$ cat config.mk
export PLATFORM = sky130hd
export DESIGN_NAME = gmps_regs
export DESIGN_NICKNAME = d
export VERILOG_FILES = /design/src/design/grid_min_path_sum_core_defines.svh /design/src/design/gmps_pkg.sv /design/src/design/gmps_regs.sv
export SDC_FILE = /design/constraint.sdc
export NUM_CORES = 1
export LEC_CHECK = 0
export ABC_AREA = 1
export BUFFER_PORTS_ARGS = -buffer_cell sky130_fd_sc_hd__buf_2
export CELL_PAD_IN_SITES_DETAIL_PLACEMENT = 0
export CELL_PAD_IN_SITES_GLOBAL_PLACEMENT = 1
export CORE_MARGIN = 4
export CORE_UTILIZATION = 30
export CTS_CLUSTER_SIZE = 30
export DETAILED_ROUTE_END_ITERATION = 12
export GPL_ROUTABILITY_DRIVEN = 0
export PLACE_DENSITY_LB_ADDON = 0.1
export SKIP_LAST_GASP = 1
export SLEW_MARGIN = 15
export SYNTH_ARGS = -nofsm -noshare
export SYNTH_HDL_FRONTEND = slang
export SYNTH_SLANG_ARGS = --single-unit
$ cat constraint.sdc
create_clock -name clk -period 2.58 [get_ports clk]
set_clock_uncertainty 0.15 [all_clocks]
set_input_delay 0.516 -clock clk [delete_from_list [all_inputs] [get_ports clk]]
set_output_delay 0.516 -clock clk [all_outputs]
set_load 0.01 [all_outputs]
$ cat src/design/grid_min_path_sum_core_defines.svh
// Assertion macros used by the grid minimum path sum update stage.
`ifndef GRID_MIN_PATH_SUM_CORE_DEFINES_SVH
`define GRID_MIN_PATH_SUM_CORE_DEFINES_SVH

// Same-cycle implication, checked on clk with reset held off.
`define GMPS_ASSERT_NOW(lbl, ante, cons, msg) \
    lbl: assert property (@(posedge clk) disable iff (!rst_n) (ante) |-> (cons)) \
        else $error(msg);

// Next-cycle implication, checked on clk with reset held off.
`define GMPS_ASSERT_NEXT(lbl, ante, cons, msg) \
    lbl: assert property (@(posedge clk) disable iff (!rst_n) (ante) |=> (cons)) \
        else $error(msg);

`endif

$ cat src/design/gmps_pkg.sv
// Package with the widths, register map and shared types of the path sum core.
`timescale 1ns / 1ps

package gmps_pkg;

    localparam int MAX_COLUMNS = 1024;
    localparam int MAX_ROWS    = 1024;

    localparam int COL_W  = $clog2(MAX_COLUMNS);
    localparam int ROW_W  = $clog2(MAX_ROWS);
    localparam int CFG_W  = 11;
    localparam int COST_W = 16;
    localparam int SUM_W  = 32;
    localparam int DATA_W = 32;
    localparam int ADDR_W = 3;

    localparam logic [SUM_W-1:0] SUM_MAX = '1;

    // Register indexes (byte address is four times the index).
    localparam logic [ADDR_W-3:0] REG_GRID_COLUMNS = 1'b0;
    localparam logic [ADDR_W-3:0] REG_GRID_ROWS    = 1'b1;

    // One cell waiting for its row buffer read to return.
    typedef struct packed {
        logic [COST_W-1:0] cost;
        logic [COL_W-1:0]  col;
        logic              first_row;
        logic              first_col;
        logic              last;
        logic              fwd;
        logic [SUM_W-1:0]  fwd_sum;
    } gmps_item_t;

    // Row buffer write issued by the update stage.
    typedef struct packed {
        logic              en;
        logic [COL_W-1:0]  addr;
        logic [SUM_W-1:0]  data;
    } gmps_wr_t;

endpackage

$ cat src/design/gmps_regs.sv
// Configuration registers on the APB-style port, with clamped grid limits.
`timescale 1ns / 1ps

module gmps_regs import gmps_pkg::*; (
    input  logic              clk,
    input  logic              rst_n,
    input  logic              psel,
    input  logic              penable,
    input  logic              pwrite,
    input  logic [ADDR_W-1:0] paddr,
    input  logic [DATA_W-1:0] pwdata,
    output logic [DATA_W-1:0] prdata,
    output logic              pready,
    output logic [COL_W-1:0]  col_last,
    output logic [ROW_W-1:0]  row_last
);

    localparam logic [CFG_W-1:0] COLS_MAX = CFG_W'(MAX_COLUMNS);
    localparam logic [CFG_W-1:0] ROWS_MAX = CFG_W'(MAX_ROWS);

    logic [CFG_W-1:0] cols_reg;
    logic [CFG_W-1:0] rows_reg;
    logic [CFG_W-1:0] cols_eff;
    logic [CFG_W-1:0] rows_eff;
    logic             wr_en;
    logic [ADDR_W-3:0] reg_idx;

    assign pready  = 1'b1;
    assign wr_en   = psel && penable && pwrite && pready;
    assign reg_idx = paddr[ADDR_W-1:2];

    always_ff @(posedge clk or negedge rst_n)
    begin
        if (!rst_n)
        begin
            cols_reg <= CFG_W'(1);
            rows_reg <= CFG_W'(1);
        end
        else if (wr_en)
        begin
            case (reg_idx)
                REG_GRID_COLUMNS: cols_reg <= pwdata[CFG_W-1:0];
                REG_GRID_ROWS:    rows_reg <= pwdata[CFG_W-1:0];
                default:          ;
            endcase
        end
    end

    always_comb
    begin
        case (reg_idx)
            REG_GRID_COLUMNS: prdata = DATA_W'(cols_reg);
            REG_GRID_ROWS:    prdata = DATA_W'(rows_reg);
            default:          prdata = '0;
        endcase
    end

    // A zero count acts as one; a count above the maximum acts as the maximum.
    always_comb
    begin
        if (cols_reg == '0)
            cols_eff = CFG_W'(1);
        else if (cols_reg > COLS_MAX)
            cols_eff = COLS_MAX;
        else
            cols_eff = cols_reg;

        if (rows_reg == '0)
            rows_eff = CFG_W'(1);
        else if (rows_reg > ROWS_MAX)
            rows_eff = ROWS_MAX;
        else
            rows_eff = rows_reg;
    end

    assign col_last = COL_W'(cols_eff - CFG_W'(1));
    assign row_last = ROW_W'(rows_eff - CFG_W'(1));

endmodule

==> impl_metrics.env <==
export IMPL_regToRegSetupSlack_ns=1.53
export IMPL_clk_pin_slew_ns=0.08
export IMPL_drt_iter0_markers=67
export IMPL_max_slew_margin_pct=60.0
export IMPL_synth_edff_count=0
export IMPL_area_growth_pct=34.7
export IMPL_async_reset_ff_share_pct=100
export IMPL_ios=93
export IMPL_synth_seq_area_share_pct=31.8
export IMPL_synth_cells=259
export IMPL_cts_root_buf="clkbuf_8"
export IMPL_fp_dieW_um=84.2
export IMPL_rr_worst_depth=3
export IMPL_cts_tree="built"
export IMPL_cp_end_kind="primary output"
export IMPL_post_drt_wl_per_cell_um=12.7
export IMPL_numClockSinks=22
export IMPL_yosysTopAreaCellShare_pct=28.7
export IMPL_via_count=1743
export IMPL_rr_endpoint="rows_reg[0]$_DFFE_PN1P_"
export IMPL_powerDensity_nw_per_um2=768
export IMPL_netlist_area_um2=1740
export IMPL_grt_max_degree=23
export IMPL_yosys_top_cells_area="dfrtp_1, nand2_1, buf_4, o21ai_0, inv_1"
export IMPL_place_ws_ns=0.161
export IMPL_drt_first_pass_iters=4
export IMPL_finalInstanceArea_um2=2350
export IMPL_worstPathRequired_ns=1.91
export IMPL_synth_top_cell_by_area="dfrtp_1"
export IMPL_timing_final_hold_violations=0
export IMPL_start_kind="flop"
export IMPL_yosys_warnings=0
export IMPL_cap_violations=0
export IMPL_vias_per_cell=4.30
export IMPL_antenna_found_initial=0
export IMPL_layout_worst_path_cycle_share_pct=98.4
export IMPL_fp_coreArea_um2=5570
export IMPL_setup_ws_ns=0.0406
export IMPL_setup_viol=0
export IMPL_synth_cell_type_count=29
export IMPL_clk_latency_ns=0.26
export IMPL_rows=27
export IMPL_drc_errors=0
export IMPL_report_final_slew_viol_count=0
export IMPL_fmax_ghz=0.394
export IMPL_reg2reg_from="rows_reg[0]$_DFFE_PN1P_"
export IMPL_leakage_nw=1.28
export IMPL_n_fill_cell=645
export IMPL_critPathArrivalTime_ns=1.87
export IMPL_min_period_ns=2.54
export IMPL_grt_pass1_wl_um=7940
export IMPL_htree_levels=1
export IMPL_cts_buffers=3
export IMPL_cts_path_max_buffers=2
export IMPL_postPlaceCellArea_um2=2100
export IMPL_power_total_w=0.00180
export IMPL_synth_most_common_cell="nand2_1"
export IMPL_fp_dieH_um=84.2
export IMPL_rsz0062_at_grt="true"
export IMPL_global_route_overflow_total=0
export IMPL_numPortBuffers=47
export IMPL_outcome="finished, final reports clean"
export IMPL_die_area_um2=7090
export IMPL_insertedDiodeCount=0
export IMPL_crit_type="reg2out"
export IMPL_grt_pass1_vias=1590
export IMPL_ys_ff_latch=22
export IMPL_routed_wl_um=5140
export IMPL_crit_fanout=2
export IMPL_layout_drive_gt1_share_pct=37.2
export IMPL_syn_avg_cell_area_um2=6.72
export IMPL_vdd_drop_max_mv=0.329
export IMPL_hold_path_class="in2async"
export IMPL_place_hpwl_um=4060
export IMPL_ys_top_cells_by_count="nand2_1, o21ai_0, inv_1, buf_4, dfrtp_1"
export IMPL_antenna_left=0
export IMPL_nets=376
export IMPL_initial_core_util_pct=31.2
export IMPL_synthFlopType="dfrtp_1"
export IMPL_track_usage_pct=14.0
export IMPL_tightest_slew_ns=0.599
==> how the worst max path moves through the flow <==
stage,start,end,cells after the start
floorplan,rows_reg[0]$_DFFE_PN1P_,row_last[8],9
global placement,rows_reg[0]$_DFFE_PN1P_,row_last[8],10
detailed placement,rows_reg[0]$_DFFE_PN1P_,row_last[8],10
CTS,rows_reg[6]$_DFFE_PN0P_,row_last[4],10
global route,rows_reg[9]$_DFFE_PN0P_,row_last[2],9
finish,rows_reg[0]$_DFFE_PN1P_,row_last[8],10
==> report_power, final <==
part | switching, W | total (W) | internal [W]
clock | 0.000112 | 0.000248 | 0.000136
combinational | 0.000605 | 0.00108 | 0.000475
sequential | 0.0000589 | 0.000475 | 0.000416
==> per-stage QoR <==
stage | hold WS (ns) | cells | util, % | setup TNS (ns)
floorplan | 0.0704 | 279 | - | 0
global placement | 0.343 | 390 | 37.6 | 0
detailed placement | 0.345 | 390 | 37.6 | 0
CTS | 0.0754 | 396 | 39.3 | -0.000530
global route | 0.0909 | 405 | 42.1 | -0.356
finish | 0.0557 | 405 | 42.1 | 0
==> critical path: stages, from the launching register on <==
cell and delay, ns:
dfstp_2 0.54, nor2_1 0.05, nand3_2 0.09, nor2_2 0.04
o21ai_2 0.14, ha_2 0.21, nand2_2 0.08, nor2_4 0.11
nand2_1 0.07, xor2_1 0.14, buf_2 0.13
==> cells by family (layout without fill, tap and decap cells) <==
| group | count (synthesis) | after routing | share of synthesized area [%] |
|---|---|---|---|
| AOI/OAI and AO/OA | 43 | 43 | 15.7 |
| xor gates and xnor gates | 8 | 8 | 4.02 |
| adders and majority gates | 2 | 2 | 1.44 |
| buffers and inverters | 55 | 109 | 17.1 |
| DFF | 22 | 22 | 31.8 |
| other | 2 | 22 | 0.431 |
| and+or+nand+nor | 127 | 127 | 29.6 |
==> per-layer routing <==
metal	track usage, %	vias to the layer above	share of wire (%)
li1	-	913	-
met1	20.5	774	50
met2	22.0	52	43
met3	1.77	4	6.2
met4	3.07	0	0.74
met5	0	-	0
==> final cells by class <==
cell class              count  area [um^2]  area share (%)
repair buffers             78          483            20.6
inverters                  27          101            4.32
well taps                  72         90.1            3.84
flip-flops and latches     22          559            23.8
clock buffers               4         55.1            2.35
multi-input cells         202         1060            45.1
==> timing repair <==
item,4_1_cts,5_1_grt
buffers inserted,2,9
pin swaps,4,17
setup endpoints to repair,6,14
resized for setup,9,28
hold buffers,0,0
==> layout by cell type (no fill, tap or decap), types with 5 or more instances in the layout <==
cell type   n
nor2_1     12
dfrtp_1    15
dfrtp_2     5
buf_4      27
nand2_1    84
nand2_2    10
nor2_2      7
o21ai_0    29
conb_1     22
o21ai_2     5
buf_2      47
xor2_1      5
inv_1      25
No activity file was read; power rests on OpenSTA's default activity.
