## src/design/grid_min_path_sum_core_defines.svh

```systemverilog
// Assertion macros used by the grid minimum path sum update stage.
`ifndef GRID_MIN_PATH_SUM_CORE_DEFINES_SVH
`define GRID_MIN_PATH_SUM_CORE_DEFINES_SVH

// Same-cycle implication, checked on clk with reset held off.
`define GMPS_ASSERT_NOW(lbl, ante, cons, msg) \
    lbl: assert property (@(posedge clk) disable iff (!rst_n) (ante) |-> (cons)) \
        else $error(msg);

// Next-cycle implication, checked on clk with reset held off.
`define GMPS_ASSERT_NEXT(lbl, ante, cons, msg) \
    lbl: assert property (@(posedge clk) disable iff (!rst_n) (ante) |=> (cons)) \
        else $error(msg);

`endif

```

## src/design/gmps_pkg.sv

```systemverilog
// Package with the widths, register map and shared types of the path sum core.
`timescale 1ns / 1ps

package gmps_pkg;

    localparam int MAX_COLUMNS = 1024;
    localparam int MAX_ROWS    = 1024;

    localparam int COL_W  = $clog2(MAX_COLUMNS);
    localparam int ROW_W  = $clog2(MAX_ROWS);
    localparam int CFG_W  = 11;
    localparam int COST_W = 16;
    localparam int SUM_W  = 32;
    localparam int DATA_W = 32;
    localparam int ADDR_W = 3;

    localparam logic [SUM_W-1:0] SUM_MAX = '1;

    // Register indexes (byte address is four times the index).
    localparam logic [ADDR_W-3:0] REG_GRID_COLUMNS = 1'b0;
    localparam logic [ADDR_W-3:0] REG_GRID_ROWS    = 1'b1;

    // One cell waiting for its row buffer read to return.
    typedef struct packed {
        logic [COST_W-1:0] cost;
        logic [COL_W-1:0]  col;
        logic              first_row;
        logic              first_col;
        logic              last;
        logic              fwd;
        logic [SUM_W-1:0]  fwd_sum;
    } gmps_item_t;

    // Row buffer write issued by the update stage.
    typedef struct packed {
        logic              en;
        logic [COL_W-1:0]  addr;
        logic [SUM_W-1:0]  data;
    } gmps_wr_t;

endpackage

```

## src/design/gmps_sched.sv

```systemverilog
// Input stage: position counters, row buffer read issue and forwarding capture.
`timescale 1ns / 1ps

module gmps_sched import gmps_pkg::*; (
    input  logic              clk,
    input  logic              rst_n,
    input  logic              in_valid,
    output logic              in_stall,
    input  logic [COST_W-1:0] cell_cost,
    input  logic [COL_W-1:0]  col_last,
    input  logic [ROW_W-1:0]  row_last,
    input  logic              take,
    input  gmps_wr_t          wr,
    output logic              rd_en,
    output logic [COL_W-1:0]  rd_addr,
    output logic              item_valid,
    output gmps_item_t        item
);

    logic [COL_W-1:0] col_reg;
    logic [COL_W-1:0] col_next;
    logic [ROW_W-1:0] row_reg;
    logic [ROW_W-1:0] row_next;
    logic             item_valid_reg;
    logic             item_valid_next;
    gmps_item_t       item_reg;
    logic             accept;
    logic             last_col;
    logic             last_row;

    assign in_stall = item_valid_reg && !take;
    assign accept   = in_valid && !in_stall;
    assign last_col = col_reg >= col_last;
    assign last_row = row_reg >= row_last;

    assign rd_en   = accept;
    assign rd_addr = col_reg;

    always_comb
    begin
        col_next = col_reg;
        row_next = row_reg;
        if (accept)
        begin
            if (last_col)
            begin
                col_next = '0;
                row_next = last_row ? '0 : row_reg + ROW_W'(1);
            end
            else
            begin
                col_next = col_reg + COL_W'(1);
            end
        end
    end

    always_comb
    begin
        if (accept)
            item_valid_next = 1'b1;
        else if (take)
            item_valid_next = 1'b0;
        else
            item_valid_next = item_valid_reg;
    end

    always_ff @(posedge clk or negedge rst_n)
    begin
        if (!rst_n)
        begin
            col_reg        <= '0;
            row_reg        <= '0;
            item_valid_reg <= 1'b0;
        end
        else
        begin
            col_reg        <= col_next;
            row_reg        <= row_next;
            item_valid_reg <= item_valid_next;
        end
    end

    // The RAM returns the old entry when the update stage writes the same
    // column in the read cycle, so that sum is kept here instead.
    always_ff @(posedge clk)
    begin
        if (accept)
        begin
            item_reg.cost      <= cell_cost;
            item_reg.col       <= col_reg;
            item_reg.first_row <= row_reg == '0;
            item_reg.first_col <= col_reg == '0;
            item_reg.last      <= last_col && last_row;
            item_reg.fwd       <= wr.en && (wr.addr == col_reg);
            item_reg.fwd_sum   <= wr.data;
        end
    end

    assign item_valid = item_valid_reg;
    assign item       = item_reg;

endmodule

```

## config.mk

```make
export PLATFORM = sky130hd
export DESIGN_NAME = gmps_sched
export DESIGN_NICKNAME = d
export VERILOG_FILES = /design/src/design/grid_min_path_sum_core_defines.svh /design/src/design/gmps_pkg.sv /design/src/design/gmps_sched.sv
export SDC_FILE = /design/constraint.sdc
export NUM_CORES = 1
export LEC_CHECK = 0
export BUFFER_PORTS_ARGS = -buffer_cell sky130_fd_sc_hd__buf_2
export CAP_MARGIN = 5
export CORE_MARGIN = 2
export CORE_UTILIZATION = 43
export CTS_CLUSTER_DIAMETER = 50
export DETAILED_ROUTE_END_ITERATION = 6
export PLACE_DENSITY = 0.82
export SLEW_MARGIN = 20
export SYNTH_ARGS = -nofsm -noshare
export SYNTH_HDL_FRONTEND = slang
export SYNTH_SLANG_ARGS = --single-unit
export TNS_END_PERCENT = 30
```

## constraint.sdc

```tcl
create_clock -name clk -period 2.6 [get_ports clk]
set_input_delay 0 -clock clk [delete_from_list [all_inputs] [get_ports clk]]
set_output_delay 0 -clock clk [all_outputs]
set_load 0.01 [all_outputs]
```

==> flow_metrics.py <==
metrics = {
    "run_status": {
        "status": "finished, final reports clean",
    },
    "clocking": {
        "clk_pin_slew_ns": 0.09,
        "cts.sinks": 83,
        "postCtsSetupRepairBufs": 0,
        "cts_root_buffer": "clkbuf_8",
        "numCtsBuffers": 9,
        "clk_latency_ns": 0.34,
        "cts_tree": "built",
        "cts.path.max_buffers": 2,
        "htreeDepth": 3,
    },
    "worst_hold_path": {
        "holdCritStartpoint": "wr[42]",
        "hold_end": "item[32]",
        "min_path_type": "input pin to flop",
        "hold_path_depth": 3,
    },
    "power": {
        "p_leak_nw": 2.40,
        "power_switching_mw": 1.21,
        "powerDensity_nw_per_um2": 685,
        "pwr-share-seq_pct": 48.7,
        "comb_power_share_pct": 28.1,
        "vdd_drop_max_mv": 0.324,
        "switching_share_pct": 33.3,
        "pwr-share-clk_pct": 23.2,
        "p_int_mw": 2.42,
    },
    "grt": {
        "grt_pass1_wl_mm": 14.0,
        "antenna_found_initial": 0,
        "grt_usage_pct": 20.3,
        "grt_pass1_vias": 2948,
        "grt_overflow": 0,
        "grt_max_degree": 28,
    },
    "worst_setup_path": {
        "worstPathArrival_ns": 2.56,
        "reg2reg_slack_ns": 0.29,
        "reg2reg_depth": 7,
        "critical_path_class": "flop to flop",
        "critPathMaxFanout": 9,
        "r2r-start": "rd_addr[7]",
        "end_kind": "flop",
        "worst_ep_required_time_ns": 2.85,
        "r2r-end": "row_reg[7]",
        "cp-start-kind": "flop",
    },
    "sta": {
        "rsz0062_at_grt": "false",
        "slew-limit-headroom_pct": 66.9,
        "hold_violations": 0,
        "min_period_ns": 2.31,
        "setup_viol": 0,
        "worst_pin_slew_ns": 0.496,
        "fin_skew_ns": 0.00680,
        "finalMaxSlewViolations": 0,
        "period_share_pct": 89.0,
        "setup-tns-final_ns": 0,
        "max_freq_mhz": 432,
    },
    "finish": {
        "drive_gt1_share_pct": 37.9,
        "mostFrequentLayoutCells": "157 x buf_2, 62 x edfxtp_1, 51 x dlygate4sd3_1",
        "nets": 601,
        "final_common_cell": "buf_2",
        "diodes": 0,
        "area_delta_synth_final_pct": 43.9,
        "fill_cells": 628,
        "utilization_pct": 64.1,
        "largest_reg_flops": 62,
    },
    "detailed_routing": {
        "vias": 3013,
        "firstDrtPassIters": 4,
        "dr.first_iter.drc_count": 96,
        "drc": 0,
        "drt-total-wl_mm": 9.74,
        "detail-route-antenna-nets": 0,
        "wire_per_inst_um": 16.1,
        "via_per_inst": 4.99,
    },
    "place": {
        "gp_congestion": 0.833,
        "post-dp-hpwl_mm": 6.78,
        "io_buffers": 157,
    },
    "die": {
        "die_w_um": 96.5,
        "dieHeight_um": 96.5,
        "initial_core_util_pct": 44.6,
        "fp-row-count": 33,
        "ios": 158,
        "core-area_um2": 8260,
        "die_area_um2": 9310,
    },
    "logic_synthesis": {
        "synthCells": 276,
        "synth_seq_cells": 83,
        "yosysWarningCount": 0,
        "postSynthAreaPerCell_um2": 13.3,
        "synth_area_leaders": "edfxtp_1 51%, dfrtp_1 14%, ha_1 8.2%, inv_1 3.3%, xnor2_1 2.6%",
        "syn_area_um2": 3680,
        "yosysTopAreaCell": "edfxtp_1",
        "ys_seq_area_share_pct": 64.9,
        "yosys.cell_types.count": 40,
        "yosys.area.top_type_share_pct": 50.6,
        "synth_nets": 383,
    },
    "run": {
        "max_cap_viol_count": 0,
    },
}
-- layout make-up --
type	count	area, µm²	share of cell area, %
Sequential cell	83	2390	45.1
Multi-Input combinational cell	152	1120	21.2
Clock buffer	10	128	2.41
Tap cell	105	131	2.48
Clock inverter	6	48.8	0.922
Timing Repair Buffer	215	1350	25.5
Inverter	33	125	2.36
-- layer usage --
metal | global-route usage, % | share of wire [%] | vias to the layer above
met3 | 3.26 | 7.3 | 15
met4 | 8.22 | 2.3 | 0
met5 | 0 | 0 | -
met1 | 22.4 | 36 | 1431
met2 | 38.5 | 54 | 130
li1 | - | - | 1437
-- worst max-delay path, cell delays in order (launching register included) --
cell and delay, ns:
dfrtp_1 0.48, ha_1 0.35, nand4_1 0.20, a211oi_1 0.22, or3_1 0.28, o21a_2 0.32, nand2_8 0.11, o311ai_4 0.25
-- synthesized netlist by cell type --
cell / n
a211oi_1: 3
a211oi_2: 1
a21o_1: 1
a21oi_1: 10
a41oi_1: 2
and3_1: 2
and4_1: 1
buf_1: 1
buf_4: 2
buf_6: 1
clkbuf_1: 4
clkinv_1: 1
dfrtp_1: 21
edfxtp_1: 62
ha_1: 24
inv_1: 32
nand2_1: 17
nand2_8: 1
nand2b_1: 4
nand3_1: 17
nand3b_1: 1
nand4_1: 8
nor2_1: 11
nor3_1: 7
nor3_2: 1
nor3_4: 1
nor3b_1: 1
nor4_1: 3
o21a_1: 1
o21ai_0: 5
o21ai_1: 2
o21ai_4: 1
o22ai_1: 5
o311ai_2: 2
o311ai_4: 1
o31ai_1: 1
o32ai_1: 1
or3_1: 1
xnor2_1: 11
xor2_1: 5
-- repair_timing --
action / CTS / global route
hold endpoints to repair: 70 / 0
gates resized for setup: 0 / 1
endpoints found under the setup margin: 0 / 3
hold buffers: 51 / 0
-- kinds of logic (layout without fill, tap and decap cells) --
family                     after synthesis  count (layout)  synth area share (%)
DFF                                     83              83                  64.9
and+or+nand+nor                         76              76                  11.1
buffers and inverters                   41             264                  4.59
AOI/OAI and AO/OA                       36              36                  7.48
adders and majority gates               24              24                  8.16
xor gates and xnor gates                16              16                  3.81
-- how the worst max path moves through the flow --
stage	startpoint	end	slack (ns)	cells after the start
global route	rd_addr[7]	row_reg[7]	0.1	7
finish	rd_addr[7]	row_reg[7]	0.29	7
detailed placement	rd_addr[7]	row_reg[7]	0.20	7
global placement	rd_addr[7]	row_reg[7]	0.27	7
CTS	rd_addr[7]	row_reg[7]	0.16	7
floorplan	item_valid	row_reg[7]	0.45	7
-- power groups by stage --
stage | Combinational, mW | Sequential, mW | Clock (mW)
2_1_floorplan | 0.543 | 1.81 | 0
3_3_place_gp | 0.909 | 1.78 | 0
3_5_place_dp | 0.953 | 1.79 | 0
4_1_cts | 1.02 | 1.76 | 0.852
5_1_grt | 1.14 | 1.79 | 0.911
6_report | 1.02 | 1.77 | 0.840
-- metrics by stage --
stage | power [mW] | hold WS (ns) | cell area, µm² | setup WS (ns) | std cells
floorplan | 2.35 | -0.296 | 3680 | 0.447 | 276
global placement | 2.69 | -0.0120 | 4610 | 0.267 | 537
detailed placement | 2.74 | -0.0120 | 4610 | 0.202 | 537
CTS | 3.63 | 0.00508 | 5290 | 0.163 | 604
global route | 3.84 | 0.00138 | 5290 | 0.0960 | 604
finish | 3.62 | 0.0220 | 5290 | 0.287 | 604
Power figures use the tool's default switching activity.
