$ cat src/design/grid_min_path_sum_core_defines.svh
// Assertion macros used by the grid minimum path sum update stage.
`ifndef GRID_MIN_PATH_SUM_CORE_DEFINES_SVH
`define GRID_MIN_PATH_SUM_CORE_DEFINES_SVH

// Same-cycle implication, checked on clk with reset held off.
`define GMPS_ASSERT_NOW(lbl, ante, cons, msg) \
    lbl: assert property (@(posedge clk) disable iff (!rst_n) (ante) |-> (cons)) \
        else $error(msg);

// Next-cycle implication, checked on clk with reset held off.
`define GMPS_ASSERT_NEXT(lbl, ante, cons, msg) \
    lbl: assert property (@(posedge clk) disable iff (!rst_n) (ante) |=> (cons)) \
        else $error(msg);

`endif

$ cat src/design/gmps_pkg.sv
// Package with the widths, register map and shared types of the path sum core.
`timescale 1ns / 1ps

package gmps_pkg;

    localparam int MAX_COLUMNS = 1024;
    localparam int MAX_ROWS    = 1024;

    localparam int COL_W  = $clog2(MAX_COLUMNS);
    localparam int ROW_W  = $clog2(MAX_ROWS);
    localparam int CFG_W  = 11;
    localparam int COST_W = 16;
    localparam int SUM_W  = 32;
    localparam int DATA_W = 32;
    localparam int ADDR_W = 3;

    localparam logic [SUM_W-1:0] SUM_MAX = '1;

    // Register indexes (byte address is four times the index).
    localparam logic [ADDR_W-3:0] REG_GRID_COLUMNS = 1'b0;
    localparam logic [ADDR_W-3:0] REG_GRID_ROWS    = 1'b1;

    // One cell waiting for its row buffer read to return.
    typedef struct packed {
        logic [COST_W-1:0] cost;
        logic [COL_W-1:0]  col;
        logic              first_row;
        logic              first_col;
        logic              last;
        logic              fwd;
        logic [SUM_W-1:0]  fwd_sum;
    } gmps_item_t;

    // Row buffer write issued by the update stage.
    typedef struct packed {
        logic              en;
        logic [COL_W-1:0]  addr;
        logic [SUM_W-1:0]  data;
    } gmps_wr_t;

endpackage

$ cat src/design/gmps_calc.sv
// Update stage: saturating add of the lesser neighbor, row buffer write and output register.
`timescale 1ns / 1ps
`include "grid_min_path_sum_core_defines.svh"

module gmps_calc import gmps_pkg::*; (
    input  logic             clk,
    input  logic             rst_n,
    input  logic             item_valid,
    input  gmps_item_t       item,
    input  logic [SUM_W-1:0] rd_data,
    output logic             take,
    output gmps_wr_t         wr,
    output logic             out_valid,
    input  logic             out_stall,
    output logic [SUM_W-1:0] path_sum,
    output logic             last_cell
);

    logic [SUM_W-1:0] left_sum_reg;
    logic [SUM_W-1:0] above;
    logic [SUM_W-1:0] base;
    logic [SUM_W:0]   raw_sum;
    logic [SUM_W-1:0] sum;
    logic             fire;
    logic             out_valid_reg;
    logic [SUM_W-1:0] path_sum_reg;
    logic             last_cell_reg;

    assign take  = !out_valid_reg || !out_stall;
    assign fire  = item_valid && take;
    assign above = item.fwd ? item.fwd_sum : rd_data;

    always_comb
    begin
        if (item.first_row && item.first_col)
            base = '0;
        else if (item.first_row)
            base = left_sum_reg;
        else if (item.first_col)
            base = above;
        else
            base = (above < left_sum_reg) ? above : left_sum_reg;
    end

    assign raw_sum = {1'b0, base} + (SUM_W + 1)'(item.cost);
    assign sum     = raw_sum[SUM_W] ? SUM_MAX : raw_sum[SUM_W-1:0];

    assign wr.en   = fire;
    assign wr.addr = item.col;
    assign wr.data = sum;

    always_ff @(posedge clk or negedge rst_n)
    begin
        if (!rst_n)
        begin
            left_sum_reg  <= '0;
            out_valid_reg <= 1'b0;
        end
        else
        begin
            if (fire)
            begin
                left_sum_reg  <= sum;
                out_valid_reg <= 1'b1;
            end
            else if (!out_stall)
            begin
                out_valid_reg <= 1'b0;
            end
        end
    end

    always_ff @(posedge clk)
    begin
        if (fire)
        begin
            path_sum_reg  <= sum;
            last_cell_reg <= item.last;
        end
    end

    assign out_valid = out_valid_reg;
    assign path_sum  = path_sum_reg;
    assign last_cell = last_cell_reg;

    `GMPS_ASSERT_NOW(a_sum_covers_cost, fire, sum >= SUM_W'(item.cost), "sum below cell cost")
    `GMPS_ASSERT_NOW(a_origin_is_cost, fire && item.first_row && item.first_col,
        sum == SUM_W'(item.cost), "top-left cell sum differs from its cost")
    `GMPS_ASSERT_NEXT(a_left_held_on_stall, item_valid && !take,
        left_sum_reg == $past(left_sum_reg), "left sum changed while stalled")

endmodule

$ cat config.mk
export PLATFORM = sky130hd
export DESIGN_NAME = gmps_calc
export DESIGN_NICKNAME = d
export VERILOG_FILES = /design/src/design/gmps_pkg.sv /design/src/design/gmps_calc.sv
export VERILOG_INCLUDE_DIRS = /design/src /design/src/design
export SDC_FILE = /design/constraint.sdc
export NUM_CORES = 1
export LEC_CHECK = 0
export BUFFER_PORTS_ARGS = -buffer_cell sky130_fd_sc_hd__buf_2
export CORE_MARGIN = 1
export CORE_UTILIZATION = 45
export CTS_CLUSTER_DIAMETER = 80
export CTS_CLUSTER_SIZE = 16
export DETAILED_ROUTE_END_ITERATION = 10
export PLACE_DENSITY = 0.74
export SETUP_SLACK_MARGIN = 0.5
export SLEW_MARGIN = 25
export SYNTH_ARGS = -nofsm -noshare
export SYNTH_HDL_FRONTEND = slang
export SYNTH_SLANG_ARGS = --single-unit
$ cat constraint.sdc
create_clock -name clk -period 12.7 [get_ports clk]
set_input_delay 1.905 -clock clk [delete_from_list [all_inputs] [get_ports clk]]
set_output_delay 1.905 -clock clk [all_outputs]
set_load 0.05 [all_outputs]
==> results of run 1 <==
[power groups by stage]
stage / clock network [mW] / logic (mW) / registers (mW)
finish: 0.228 / 0.745 / 0.326
global route: 0.239 / 0.808 / 0.331
CTS: 0.233 / 0.746 / 0.326
detailed placement: 0 / 0.742 / 0.328
global placement: 0 / 0.730 / 0.327
floorplan: 0 / 0.514 / 0.398
[worst reg2reg max path: cells and delay by family (launching register included)]
family / cells / cell delay [ns]
AOI/OAI and AO/OA: 9 / 2.51
and+or+nand+nor: 6 / 1.70
buffers and inverters: 2 / 0.51
DFF: 1 / 0.38
adders and majority gates: 3 / 0.95
[final cells by class]
class	count	area, um^2
clock buffer	13	250
tap	140	175
sequential	66	1820
timing repair buffer	159	806
inverter	43	161
fill	1009	4760
clock inverter	3	17.5
multi-input combinational	402	2940
[cell families after synthesis]
logic type / share of synthesized area
xor+xnor: 0.0463
fa+ha+maj: 0.119
mux: 0.0776
simple gates: 0.135
flops: 0.355
compound gates: 0.198
buf+inv: 0.0688
[metal layers]
metal | GRT usage | vias up | wire, um
li1 | - | 2267 | -
met2 | 0.412 | 160 | 6680
met3 | 0.0392 | 26 | 722
met1 | 0.307 | 2157 | 6020
met4 | 0.0985 | 0 | 264
met5 | 0 | - | 0
[worst max path at each step]
stage          startpoint      to  depth (start not counted)
3_5_place_dp     item[32]  wr[31]                         23
4_1_cts          item[32]  wr[31]                         23
5_1_grt          item[32]  wr[31]                         22
6_report         item[32]  wr[31]                         22
2_1_floorplan    item[32]  wr[10]                         27
3_3_place_gp     item[32]  wr[17]                         23
[cells in the final DEF, fill, tap and decap left out, types with 3 or more instances in the layout]
cell type	instances
a211oi_1	3
a21boi_0	3
a21o_1	5
a21oi_1	24
a22o_1	3
a22oi_1	17
a31oi_1	25
buf_2	155
buf_4	4
clkbuf_1	3
clkbuf_16	9
dfrtp_1	33
edfxtp_1	33
ha_1	47
inv_1	42
mux2_2	29
mux2i_1	4
nand2_1	75
nand3_1	11
nand4_1	7
nor2_1	29
nor2b_1	3
nor3_1	8
o211ai_1	3
o21a_1	3
o21ai_0	19
o31ai_1	16
xnor2_1	12
xor2_1	15
[stage by stage]
| step | power [mW] | setup WS [ns] | util |
|---|---|---|---|
| floorplan | 0.912 | 2.30 | - |
| global placement | 1.06 | 2.19 | 0.540 |
| detailed placement | 1.07 | 2.00 | 0.540 |
| CTS | 1.30 | 1.98 | 0.564 |
| global route | 1.38 | 1.43 | 0.564 |
| finish | 1.30 | 1.96 | 0.564 |
==> flow_metrics.tcl, run 1 <==
set metrics [dict create \
    rr_worst_depth 20 \
    critPathCaptureType "output pin" \
    drt_iter0_drc 149 \
    start_util 0.468 \
    internal_power_uw 650 \
    antenna_found_initial 0 \
    critPathArrivalTime_ns 8.84 \
    num_vias 4610 \
    finalCriticalPeriod_ns 10.74 \
    grt_pass1_wl_um 21800 \
    clock-sinks 66 \
    post_drt_wl_per_cell_um 16.6 \
    ys_seq_area_frac 0.355 \
    synth_area_um2 5110 \
    die_h_um 109 \
    cp_num_buf_inv 3 \
    coreArea_um2 10900 \
    grt_remaining_overflow 0 \
    power_frac_comb 0.574 \
    diodes 0 \
    critPathSlowestCell "buf_2" \
    htreeDepth 3 \
    clk_latency_ns 0.35 \
    rrSetupSlack_ns 6.40 \
    slew_headroom 0.273 \
    cts_resized 0 \
    p_clk_frac 0.175 \
    max_stage_delay_ns 0.62 \
    cp-start-kind "primary input" \
    dp_cells 810 \
    dp_hpwl_um 10400 \
    synth_commonest_cells "nand2_1, ha_1, inv_1" \
    p_seq_frac 0.251 \
    leakagePower_nw 2.98 \
    p_sw_uw 648 \
    detail-route-antenna-nets 0 \
    maxCapViolations 0 \
    clockRootBuffer "clkbuf_16" \
    area_delta_synth_final_pct 20.7 \
    r2r-end "path_sum[31]$_DFFE_PP_" \
    hp-class "reg -> reg" \
    min_from "left_sum_reg[30]$_DFFE_PN0P_" \
    drive_above_1_share 0.316 \
    crit_type "in -> out" \
    maxSlewViolCount 0 \
    yosys.cell_count.top_type "nand2_1" \
    peakVddDrop_v 0.000127 \
    synth.distinct_cells 65 \
    gp_congestion 0.891 \
    grt_setup_unrepaired "no" \
    synth_area_leaders "edfxtp_1, dfrtp_1, ha_1, mux2_2, nand2_1" \
    fin_cells 826 \
    port_buffers 155 \
    row_count 38 \
    tightest_slew_ns 1.09 \
    syn-num-nets 691 \
    finalSetupTns_ns 0 \
    grt_max_degree 73 \
    die-area_um2 11800 \
    cp_top_family "compound AO/OA/AOI/OAI gates" \
    routed_wl_um 13700 \
    period_share 0.846 \
    whs_ns 0.513 \
    holdBufCountCts 0 \
    grt_pass1_vias 4464 \
    setup_viol 0 \
    cts_setup_buffers 0 \
    numCtsBuffers 9 \
    synth_top_flop_cell "edfxtp_1" \
    crit_chain "buf_2 -> mux2_2 -> ha_1 -> nand4_1 -> nor3_1 -> o221ai_1 -> a22o_1 -> nand2_1 -> o21ai_0 -> ha_1 -> fa_1 -> a21oi_1 -> o22ai_1 -> a311o_1 -> a211oi_1 -> o21ai_0 -> a311o_1 -> nand4b_4 -> or3_1 -> buf_4 -> nand2_1 -> buf_2" \
    synth_edf_count 33 \
    netlist.area_leader.share 0.194 \
    ys_warn_count 0 \
    clk_pin_slew_worst_paths_ns 0.05 \
    pwr_density_cell_nw_per_um2 210 \
    holdPathStages 1 \
    drc 0 \
    cp_max_fo 32 \
    die_w_um 109 \
    synth_top_area_cell "edfxtp_1" \
    clockBufferDepth 2 \
    ys_ff_latch 66 \
    status "finished clean" \
    syn_avg_cell_area_um2 9.38 \
    cts_tree "built" \
    max_freq_mhz 93.1 \
    dr.pass1.iters 4 \
    power.share.switching 0.499 \
    skew_ns 0.0113 \
    final_area_um2 6170 \
    cp.required_ns 10.80 \
    netlist_instances 545 \
    min_to "left_sum_reg[30]$_DFFE_PN0P_" \
    ios 176 \
    hold_viol_final 0 \
    synthArstFlopShare 0.500 \
    final_nets 827 \
    grt_usage 0.243 \
    vias_per_cell 5.58 \
    worst_r2r_startpoint "left_sum_reg[31]$_DFFE_PN0P_" \
    dpl_cell_area_um2 5900 \
]
No activity file was read; power rests on OpenSTA's default activity.
==> run 2, diff against run 1 <==
--- a/config.mk
+++ b/config.mk
@@ -6,13 +6,14 @@
 export SDC_FILE = /design/constraint.sdc
 export NUM_CORES = 1
 export LEC_CHECK = 0
+export ABC_AREA = 1
 export BUFFER_PORTS_ARGS = -buffer_cell sky130_fd_sc_hd__buf_2
 export CORE_MARGIN = 1
 export CORE_UTILIZATION = 45
 export CTS_CLUSTER_DIAMETER = 80
 export CTS_CLUSTER_SIZE = 16
 export DETAILED_ROUTE_END_ITERATION = 10
-export PLACE_DENSITY = 0.74
+export PLACE_DENSITY = 0.76
 export SETUP_SLACK_MARGIN = 0.5
 export SLEW_MARGIN = 25
 export SYNTH_ARGS = -nofsm -noshare
==> constraint.sdc (replaced) <==
create_clock -name clk -period 8.7 [get_ports clk]
set_input_delay 1.305 -clock clk [delete_from_list [all_inputs] [get_ports clk]]
set_output_delay 1.305 -clock clk [all_outputs]
set_load 0.05 [all_outputs]
==> flow_metrics.tcl, run 2 <==
set metrics [dict create \
    status "finished clean" \
    clockBufferDepth 2 \
    setup_slack_ns 0.962 \
    hp-class "reg -> reg" \
    final_nets 998 \
    synthAdderAreaFrac 0.116 \
    pwr_density_cell_nw_per_um2 256 \
    grtUsageMet3 0.0412 \
    syn-num-nets 863 \
    ys_warn_count 0 \
    synth_area_leaders "nand2_1, edfxtp_1, dfrtp_1, ha_1, inv_1" \
    grt.met2_usage 0.380 \
    die_h_um 110 \
    clock-sinks 66 \
    synth_top_family_by_area "simple AND/OR/NAND/NOR gates" \
    holdBufCountCts 0 \
    clockRootBuffer "clkbuf_16" \
    post_drt_wl_per_cell_um 14.3 \
    leakagePower_nw 3.36 \
    syn_avg_cell_area_um2 7.32 \
    antenna_found_initial 0 \
    drc 0 \
    final_common_cell "nand2_1" \
    cts_setup_buffers 0 \
    grt_usage 0.243 \
    synth_edf_count 33 \
    cts_resized 0 \
    cts_tree "built" \
    grt-busiest-layer "met2" \
    cp_max_fo 32 \
    synth_commonest_cells "nand2_1, inv_1, ha_1" \
    synthArstFlopShare 0.500 \
    grt_setup_unrepaired "no" \
    synth.distinct_cells 41 \
    drive_above_1_share 0.251 \
    cp.required_ns 7.39 \
    slew_headroom 0.374 \
    diodes 0 \
    routed_wl_um 14300 \
    coreArea_um2 11400 \
    synth_xor_area_frac 0.0267 \
    final_cell_mix "nand2_1, buf_2, inv_1, ha_1, nor2_1" \
    path_common_cell "nand2_1" \
    critPathSlowestCell "fa_1" \
    max_freq_mhz 129 \
    period_share 0.889 \
    gp_congestion 0.919 \
    synth_top_flop_cell "edfxtp_1" \
    grt_remaining_overflow 0 \
    grt_max_degree 88 \
    synth_compound_area_frac 0.114 \
    dp_hpwl_um 11000 \
    grt_pass1_vias 4526 \
    maxCapViolations 0 \
    netlist.area_leader.share 0.194 \
    row_count 39 \
    crit_type "in -> out" \
    clk_latency_ns 0.34 \
    met1_usage 0.339 \
    synthSimpleGateAreaFrac 0.309 \
    finalCriticalPeriod_ns 7.74 \
    ys_seq_area_frac 0.346 \
    ios 176 \
    finalSetupTns_ns 0 \
    maxSlewViolCount 0 \
    max_stage_delay_ns 0.40 \
    ys_ff_latch 66 \
    hold_viol_final 0 \
    die_w_um 110 \
    netlist_instances 717 \
    grt_pass1_wl_um 22200 \
    start_util 0.462 \
    yosys.cell_count.top_type "nand2_1" \
    detail-route-antenna-nets 0 \
    drt_iter0_drc 263 \
    critPathCaptureType "output pin" \
    numCtsBuffers 9 \
    skew_ns 0.00471 \
    num_vias 5136 \
    setup_viol 0 \
    cp-start-kind "primary input" \
    clk_pin_slew_worst_paths_ns 0.05 \
    die-area_um2 12100 \
    tightest_slew_ns 0.940 \
    vias_per_cell 5.14 \
    port_buffers 155 \
    synth_top_area_cell "nand2_1" \
    peakVddDrop_v 0.000229 \
    synth_mux_area_frac 0 \
    htreeDepth 3 \
    area_delta_synth_final_pct 20.5 \
    critPathArrivalTime_ns 6.43 \
    synth_area_um2 5250 \
    dr.pass1.iters 5 \
    post-place-ws_ns 0.614 \
]
[run 2: per-stage QoR]
stage / hold WS (ns) / utilization / instance area [um^2] / std cells / total power [mW]
floorplan: 0.449 / - / 5250 / 717 / 1.10
global placement: 0.462 / 0.530 / 6020 / 984 / 1.27
detailed placement: 0.465 / 0.530 / 6020 / 984 / 1.28
CTS: 0.480 / 0.554 / 6300 / 999 / 1.62
global route: 0.495 / 0.556 / 6320 / 999 / 1.72
finish: 0.479 / 0.556 / 6320 / 999 / 1.62
[run 2: kinds of logic after synthesis]
group | count (synthesis)
and+or+nand+nor | 381
AOI/OAI and AO/OA | 103
buffers and inverters | 103
DFF | 66
adders and majority gates | 48
xor gates and xnor gates | 16
[run 2: power breakdown]
group	total (mW)	internal (mW)	switching [mW]
Sequential	0.434	0.413	0.0201
Clock	0.338	0.206	0.132
Combinational	0.847	0.231	0.616
[run 2: cell type report]
class / count / area, um^2
fillers: 1137 / 5050
inverters: 68 / 258
clock inverters: 2 / 12.5
repair buffers: 159 / 810
multi-input cells: 548 / 2990
well taps: 143 / 179
flip-flops and latches: 66 / 1820
clock buffers: 13 / 260
[run 2: final timing paths]
| check | startpoint | to | slack [ns] | depth (start not counted) |
|---|---|---|---|---|
| worst min-delay path | left_sum_reg[26]$_DFFE_PN0P_ | left_sum_reg[26]$_DFFE_PN0P_ | 0.48 | 2 |
| max in group asynchronous | rst_n | left_sum_reg[25]$_DFFE_PN0P_ | 7.11 | 1 |
| worst max-delay path | item[32] | wr[16] | 0.96 | 33 |
| min in group asynchronous | rst_n | left_sum_reg[4]$_DFFE_PN0P_ | 1.06 | 1 |
| worst min register to register | left_sum_reg[26]$_DFFE_PN0P_ | left_sum_reg[26]$_DFFE_PN0P_ | 0.48 | 2 |
| worst max register to register | left_sum_reg[5]$_DFFE_PN0P_ | left_sum_reg[16]$_DFFE_PN0P_ | 3.63 | 31 |
[run 2: critical path, delay by kind of cell]
family | cells | cell delay (ns)
AO/OA/AOI/OAI | 7 | 1.39
adder cells (fa/ha/maj) | 3 | 0.87
AND/OR/NAND/NOR | 20 | 2.20
buffers and inverters | 3 | 0.65
[run 2: routing by layer]
metal | vias to the layer above | routed length (um)
li1 | 2599 | -
met1 | 2319 | 6580
met2 | 188 | 6410
met3 | 30 | 922
met4 | 0 | 354
met5 | - | 0
==> run 3, diff against run 2 <==
--- a/config.mk
+++ b/config.mk
@@ -13,7 +13,7 @@
 export CTS_CLUSTER_DIAMETER = 80
 export CTS_CLUSTER_SIZE = 16
 export DETAILED_ROUTE_END_ITERATION = 10
-export PLACE_DENSITY = 0.76
+export PLACE_DENSITY_LB_ADDON = 0.1
 export SETUP_SLACK_MARGIN = 0.5
 export SLEW_MARGIN = 25
 export SYNTH_ARGS = -nofsm -noshare
==> flow_metrics.tcl, run 3 (synthesized netlist as in run 2, its figures left out) <==
set metrics [dict create \
    status "finished clean" \
    clockBufferDepth 2 \
    skew_ns 0.0120 \
    htreeDepth 3 \
    cp_max_fo 32 \
    grt_remaining_overflow 0 \
    drt_iter0_drc 341 \
    p_clk_frac 0.228 \
    die_h_um 110 \
    dp_cells 983 \
    p_seq_frac 0.258 \
    worst_r2r_startpoint "left_sum_reg[31]$_DFFE_PN0P_" \
    setup_slack_ns 1.12 \
    leakagePower_nw 3.38 \
    p_sw_uw 788 \
    max_stage_delay_ns 0.40 \
    cp.required_ns 7.39 \
    drc 0 \
    dp_hpwl_um 12100 \
    critPathCaptureType "output pin" \
    final_cell_mix "nand2_1, buf_2, inv_1, ha_1, nor2_1" \
    antenna_found_initial 0 \
    period_share 0.871 \
    cp-start-kind "primary input" \
    area_delta_synth_final_pct 21.3 \
    hold_viol_final 0 \
    final_common_cell "nand2_1" \
    critPathSlowestCell "fa_1" \
    holdPathStages 2 \
    numCtsBuffers 9 \
    postLayoutCoreUtil 0.560 \
    crit_type "in -> out" \
    internal_power_uw 903 \
    dr.pass1.iters 5 \
    diodes 0 \
    maxCapViolations 0 \
    hp-class "reg -> reg" \
    pwr_density_cell_nw_per_um2 265 \
    fillers 1102 \
    critPathArrivalTime_ns 6.27 \
    detail-route-antenna-nets 0 \
    grt_usage 0.252 \
    tightest_slew_ns 0.913 \
    coreArea_um2 11400 \
    ios 176 \
    num_vias 5137 \
    grt_pass1_vias 4479 \
    power_frac_comb 0.515 \
    fin_cells 999 \
    post_drt_wl_per_cell_um 14.9 \
    grt_setup_unrepaired "no" \
    clock-sinks 66 \
    post-place-ws_ns 0.647 \
    routed_wl_um 14900 \
    setup_viol 0 \
    finalCriticalPeriod_ns 7.58 \
    row_count 39 \
    power.share.switching 0.466 \
    rrSetupSlack_ns 3.64 \
    gp_congestion 0.900 \
    drive_above_1_share 0.250 \
    vias_per_cell 5.14 \
    grt_pass1_wl_um 22800 \
    min_from "left_sum_reg[24]$_DFFE_PN0P_" \
    slew_headroom 0.391 \
    rr_worst_depth 30 \
    min_to "left_sum_reg[24]$_DFFE_PN0P_" \
    finalSetupTns_ns 0 \
    clockRootBuffer "clkbuf_16" \
    final_nets 997 \
    multi_input_area_um2 3000 \
    grt_max_degree 88 \
    path_common_cell "nand2_1" \
    die-area_um2 12100 \
    maxSlewViolCount 0 \
    cts_setup_buffers 0 \
    die_w_um 110 \
    max_freq_mhz 132 \
    start_util 0.462 \
    clk_latency_ns 0.33 \
    r2r-end "left_sum_reg[21]$_DFFE_PN0P_" \
    port_buffers 155 \
    peakVddDrop_v 0.000211 \
    cts_tree "built" \
    seq_area_um2 1820 \
    clk_pin_slew_worst_paths_ns 0.06 \
]
==> run 3: per-stage QoR <==
step	total power, mW	hold slack, ns	cell area (um^2)
floorplan	1.10	0.449	5250
global placement	1.29	0.468	6020
detailed placement	1.30	0.466	6020
CTS	1.69	0.489	6330
global route	1.79	0.515	6370
finish	1.69	0.485	6370
==> run 3: layer usage <==
metal / wire [um] / vias up / GRT usage
met4: 160 / 0 / 0.0629
met3: 1120 / 16 / 0.0412
met2: 5860 / 231 / 0.346
met5: 0 / - / 0
li1: - / 2603 / -
met1: 7780 / 2287 / 0.400
==> run 3: worst max path at each step <==
stage | start | endpoint | slack [ns] | cells after the start
finish | item[32] | wr[10] | 1.12 | 32
global route | item[32] | wr[10] | 0.56 | 33
CTS | item[32] | wr[16] | 0.62 | 33
detailed placement | item[32] | wr[16] | 0.65 | 33
global placement | item[32] | wr[16] | 0.80 | 33
floorplan | item[32] | wr[2] | 1.54 | 35
==> run 3: what timing repair did <==
action                                  4_1_cts  5_1_grt
hold buffers                                  0        0
endpoints found under the setup margin        0       32
resized for setup                             0       10
==> run 3: layout make-up <==
class	count	share of cell area
repair buffers	158	0.126
flip-flops and latches	66	0.285
clock buffers	13	0.0393
inverters	68	0.0409
clock inverters	3	0.0100
well taps	143	0.0281
multi-input cells	548	0.470
==> run 3: power groups by stage <==
| stage | combinational, mW | clock [mW] | sequential [mW] |
|---|---|---|---|
| final | 0.870 | 0.385 | 0.436 |
| after CTS | 0.864 | 0.389 | 0.436 |
| after floorplan | 0.571 | 0 | 0.530 |
| after detailed placement | 0.859 | 0 | 0.441 |
| after global routing | 0.948 | 0.402 | 0.443 |
| after global placement | 0.847 | 0 | 0.439 |
==> run 3: worst max-delay path, delay by kind of cell <==
| kind | cells | cell delay (ns) |
|---|---|---|
| AO/OA/AOI/OAI | 6 | 0.95 |
| AND/OR/NAND/NOR | 20 | 2.51 |
| adder cells (fa/ha/maj) | 3 | 0.91 |
| buffers and inverters | 3 | 0.56 |
